--- src/hw/rtl/lhit_home.sv ---
// Home bucket unit: masks a key by the current hash level and split pointer.
// Shared between the lookup and the split walk. No package dependencies.
module lhit_home #(
	parameter int BW = 6,
	parameter int LW = 3,
	parameter int CW = 7,
	parameter int MAX_BUCKETS = 64
) (
	input  logic [BW:0]   key_lo,
	input  logic [LW-1:0] level,
	input  logic [CW-1:0] split_ptr,
	output logic [BW-1:0] bucket
);

	localparam int HW = BW + 1;

	logic [HW-1:0] mask_lo;
	logic [HW-1:0] mask_hi;
	logic [HW-1:0] lo;
	logic [HW-1:0] b;

	// narrow mask first, widen by one bit below the split pointer
	always_comb begin
		mask_lo = (HW'(1) << level) - HW'(1);
		mask_hi = (HW'(2) << level) - HW'(1);
		lo      = key_lo & mask_lo;
		b       = (lo < HW'(split_ptr)) ? (key_lo & mask_hi) : lo;
		if (b >= HW'(MAX_BUCKETS)) begin
			bucket = BW'(MAX_BUCKETS - 1);
		end else begin
			bucket = BW'(b);
		end
	end

endmodule

--- config.mk ---
export PLATFORM = sky130hd
export DESIGN_NAME = lhit_home
export DESIGN_NICKNAME = d
export VERILOG_FILES = /design/src/hw/rtl/lhit_home.sv
export SDC_FILE = /design/constraint.sdc
export NUM_CORES = 1
export LEC_CHECK = 0
export ABC_AREA = 1
export BUFFER_PORTS_ARGS = -buffer_cell sky130_fd_sc_hd__clkbuf_2
export CAP_MARGIN = 10
export CORE_AREA = 2 2 39 41
export DETAILED_ROUTE_END_ITERATION = 16
export DIE_AREA = 0 0 41 43
export SYNTH_ARGS = -nofsm -noshare
export SYNTH_HDL_FRONTEND = slang
export SYNTH_SLANG_ARGS = --single-unit
--- constraint.sdc ---
create_clock -name vclk -period 3.85
set_input_delay 0.9625 -clock vclk [all_inputs]
set_output_delay 0.9625 -clock vclk [all_outputs]
set_load 0.1 [all_outputs]
# Yosys cells after proc, flatten, opt, wreduce, memory -nomap -nowiden
# Cells that the tools add are included.
# Widths: inputs -> output; s select.
op_classes:
  add_sub_neg: 2
  n_shift: 2
  mux: 2
  n_bitwise: 2
  order_cmp: 2
op_table:
  columns: ["op", "count"]
  rows:
  - ["$and 7x7->7", 2]
  - ["$sub 7x2->7 const B", 2]
  - ["$ge 7x7->1 const B", 1]
  - ["$lt 7x7->1", 1]
  - ["$mux 7", 1]
  - ["$shl 1x3->7 const A", 1]
  - ["$shl 2x3->7 const A", 1]
  - ["$mux 6", 1]
totals:
  regBits: 0
  in_bits: 17
  wordCells: 10
  output_inout_bits: 6

# Depth between registers and ports, before layout
logic_depth:
  ltp_word: 7
  mapped_depth: 17
  depth_no_buf: 17

# Worst setup path before layout
# Ideal clock, no wire load.
synth_path:
  path_type: "in2out"
  start: "input port level[1]"
  end: "output port bucket[0]"
  arrival_ps: 3231
  required_ps: 2888
  cell_stages: 14
  path_buffers: 0
  setup_slack_ps: -344
  path_cell_list: "nor2_4 nand2_2 ha_1 o21ai_1 xor2_1 nand2_1 inv_1 ha_1 a21oi_1 o21a_1 nand2_4 nand2_2 nand2_2 nand2_1"
synth_between:
  elab_chain_len: 7
  word_cells_on_any_way: 10
  cone_classes: "add/sub: 2; order compare: 2; shift: 2; mux: 2; bitwise: 2"
synth_lines:
  columns: ["element", "line", "source"]
  rows:
  - ["start, declared", "10", "input logic [LW-1:0] level,"]
  - ["$shl 1x3->7", "24", "mask_lo = (HW'(1) << level) - HW'(1);"]
  - ["$sub 7x2->7", "24", null]
  - ["$and 7x7->7", "26", "lo = key_lo & mask_lo;"]
  - ["$lt 7x7->1", "27", "b = (lo < HW'(split_ptr)) ? (key_lo & mask_hi) : lo;"]
  - ["$mux 7 (*)", "27", null]
  - ["$ge 7x7->1", "28", "if (b >= HW'(MAX_BUCKETS)) begin"]
  - ["$mux 6 (*)", "28", null]
  - ["end, declared", "12", "output logic [BW-1:0] bucket"]
# Mark *: on every way between the ends. The rest lies on a longest branch, timed or not.

# Worst setup path in the final report
layout_path:
  start: "input port level[1]"
  end: "output port bucket[3]"
# The elaborated chain is that of the path after synthesis.

==> qor_table.md <==
| Group | Result | Value |
|:---|:---|:---|
| sta | Tightest slew margin relative to the limit | 88.5% |
| yosys | Post-Syn Nets | 117 |
| finish | Proportion of layout cells with a drive suffix above 1 | 62.9% |
| placed design | Count of buffers inserted at the top-level ports | 23 |
| sta | Slack of the critical path | -0.0594 ns |
| status | Run status | finished with violations |
| critical path | Endpoint kind of the worst setup timing path | output pin |
| status | Violations in the final reports | setup timing |
| floorplan | Total number of placement rows | 14 |
| floorplan | Vert. Die Dim | 43 µm |
| drt | Post-DR vias/cell | 4.82 |
| placed design | HPWL after DPL | 1120 µm |
| yosys | Synthesis warning total | 0 |
| critical path | Start point of the critical path | level[1] |
| floorplan | Initial standard-cell utilization of the core | 34.5% |
| sta | Final Slew Violations | 0 |
| sta | Fin crit share | 102% |
| grt | Overflow left after global routing | 0 |
| floorplan | Total Die Area | 1760 µm² |
| sta | Fmax | 256 MHz |
| grt | Global-route total usage across every layer | 18.9% |
| finish | Area Overhead vs Synth | 132% |
| grt | Largest net degree at the start of global routing | 8 |
| sta | Min Clock Period, post-route | 3.91 ns |
| finish | Area of the multi-input gates | 661 µm² |
| yosys | Distinct cells, synth | 14 |
| finish | Number of flip-flops and latches | 0 |
| grt | First-pass GRT wire length | 2410 µm |
| drt | Antenna violation net count after detailed routing | 0 |
| power | Reported leakage power | 0.620 nW |
| drt | Routed Wire Length | 1760 µm |
| min path | Hold path start | key_lo[0] |
| flow run | Maxcap violations | 0 |
| drt | Number of DRC violations after detailed routing | 0 |
| grt | Vias in the first global route | 616 |
| finish | Most common cell after layout, fill and taps aside | sky130_fd_sc_hd__nand2_1 |
| yosys | Post-synthesis average cell area | 5.14 µm² |
| yosys | Proportion of synthesized chip area in sequential cells | 0% |
| critical path | Crit Path Class | primary input to output pin |
| finish | Antenna diode count | 0 |
| drt | Initial detailed-routing violation count | 11 |
| critical path | Max Fanout on Critical Path | 4 |
| grt | Initial antenna violation count | 0 |
| min path | Hold-critical path endpoint | bucket[0] |
| finish | Count of fill cells added during filler insertion | 95 |
| yosys | Synthesized area | 478 µm² |
| drt | Via Count | 714 |
| placed design | Worst slack at placement | -0.330 ns |
| finish | Net count of the finished layout | 158 |
| drt | Drt first pass iters | 4 |
| min path | Kind of path behind the tightest hold check | primary input to output pin |
| critical path | Critical Path Source Type | primary input |
| sta | Number of failing setup endpoints in the final timing report | 6 |
| sta | RSZ-0062 raised after global routing | yes |
| placed design | Gp weighted congestion | 0.743 |
| sta | Number of hold violations in the final report | 0 |
| power | IR Drop Worst-Case VDD | 194 µV |
| power | Power per cell area | 298 nW/µm² |
| floorplan | Std-Cell Core Area | 1380 µm² |
| drt | Detail-routed net length per standard cell | 11.9 µm |
| sta | Actual slew at the worst max-slew pin | 0.173 ns |
| critical path | Data required time of the critical path | 2.89 ns |
| min path | Cell depth of the worst hold path | 4 |
| yosys | Synthesized instance count | 93 |
| finish | Sequential Area | 0 µm² |
| floorplan | Top-level I/O count | 23 |
| floorplan | Die Span X | 41 µm |
| critical path | Data arrival, critical path | 2.95 ns |
| finish | Commonest cells after routing, fill and taps aside | 22 x sky130_fd_sc_hd__nand2_1, 15 x sky130_fd_sc_hd__clkbuf_2, 15 x sky130_fd_sc_hd__buf_4, 14 x sky130_fd_sc_hd__inv_1, 9 x sky130_fd_sc_hd__nand2_4 |
| sta | Hold Slack | 2.33 ns |
| finish | Number of clock buffers in the layout | 0 |
worst max-delay path by stage:
| stage | endpoint | slack [ns] | depth (start not counted) |
|---|---|---|---|
| after floorplan | bucket[0] | -0.13 | 14 |
| after global placement | bucket[0] | -0.22 | 16 |
| after detailed placement | bucket[2] | -0.33 | 16 |
| after CTS | bucket[0] | -0.08 | 16 |
| after global routing | bucket[3] | -0.17 | 16 |
| final | bucket[3] | -0.06 | 16 |
critical path: stages:
cell and delay [ns]:
sky130_fd_sc_hd__buf_8 0.10, sky130_fd_sc_hd__nor2_4 0.11, sky130_fd_sc_hd__nand2_2 0.08, sky130_fd_sc_hd__ha_4 0.18, sky130_fd_sc_hd__o21ai_4 0.08, sky130_fd_sc_hd__xor2_2 0.20
sky130_fd_sc_hd__nand2_2 0.09, sky130_fd_sc_hd__inv_2 0.07, sky130_fd_sc_hd__ha_4 0.21, sky130_fd_sc_hd__a21oi_4 0.13, sky130_fd_sc_hd__o21a_4 0.21, sky130_fd_sc_hd__buf_4 0.13
sky130_fd_sc_hd__nand3_1 0.09, sky130_fd_sc_hd__nand2_2 0.10, sky130_fd_sc_hd__nand2_4 0.06, sky130_fd_sc_hd__buf_12 0.16
power by group:
| group | internal [mW] | switching, mW | total (mW) |
|---|---|---|---|
| combinational | 0.127 | 0.203 | 0.330 |
| sequential | 0 | 0 | 0 |
| clock | 0 | 0 | 0 |
cell type report:
type	instances	share of cell area, %
Inverter	20	7.01
Multi-Input combinational cell	73	59.7
Tap cell	16	1.81
Timing Repair Buffer	39	31.5
stage by stage:
stage	power (mW)	utilization, %	std cells	setup TNS [ns]	cell area (µm²)
after floorplan	0.165	-	93	-0.773	493
after global placement	0.260	59.0	145	-1.31	816
after detailed placement	0.262	59.0	145	-1.97	816
after CTS	0.298	70.2	148	-0.428	971
after global routing	0.346	80.0	148	-0.874	1110
final	0.330	80.0	148	-0.298	1110
cells by family after synthesis:
| group | share of synthesized area [%] |
|---|---|
| fa+ha+maj | 18.3 |
| buf+inv | 15.7 |
| compound gates | 6.80 |
| simple gates | 55.5 |
| xor+xnor | 3.67 |
layer usage:
| metal | track usage, % | up-vias | routed length (µm) |
|---|---|---|---|
| met3 | 0.524 | 0 | 23 |
| li1 | - | 364 | - |
| met2 | 36.9 | 9 | 1060 |
| met4 | 0 | 0 | 0 |
| met1 | 22.2 | 341 | 675 |
| met5 | 0 | - | 0 |
repair_timing:
item                                    in CTS  in global routing
gates resized for setup                     28                 30
buffers inserted                             3                  0
hold buffers                                 0                  0
pin swaps                                   16                 26
endpoints found under the setup margin       6                  6
cells in the mapped netlist:
master / number / area share, %
sky130_fd_sc_hd__a21oi_1: 3 / 3.1
sky130_fd_sc_hd__ha_1: 7 / 18
sky130_fd_sc_hd__inv_1: 19 / 15
sky130_fd_sc_hd__inv_2: 1 / 0.78
sky130_fd_sc_hd__nand2_1: 35 / 27
sky130_fd_sc_hd__nand2_2: 4 / 5.2
sky130_fd_sc_hd__nand2_4: 2 / 4.7
sky130_fd_sc_hd__nand3_1: 12 / 13
sky130_fd_sc_hd__nor2_1: 4 / 3.1
sky130_fd_sc_hd__nor2_4: 1 / 2.4
sky130_fd_sc_hd__o21a_1: 1 / 1.6
sky130_fd_sc_hd__o21ai_0: 1 / 1.0
sky130_fd_sc_hd__o21ai_1: 1 / 1.0
sky130_fd_sc_hd__xor2_1: 2 / 3.7
Power figures use the tool's default switching activity.
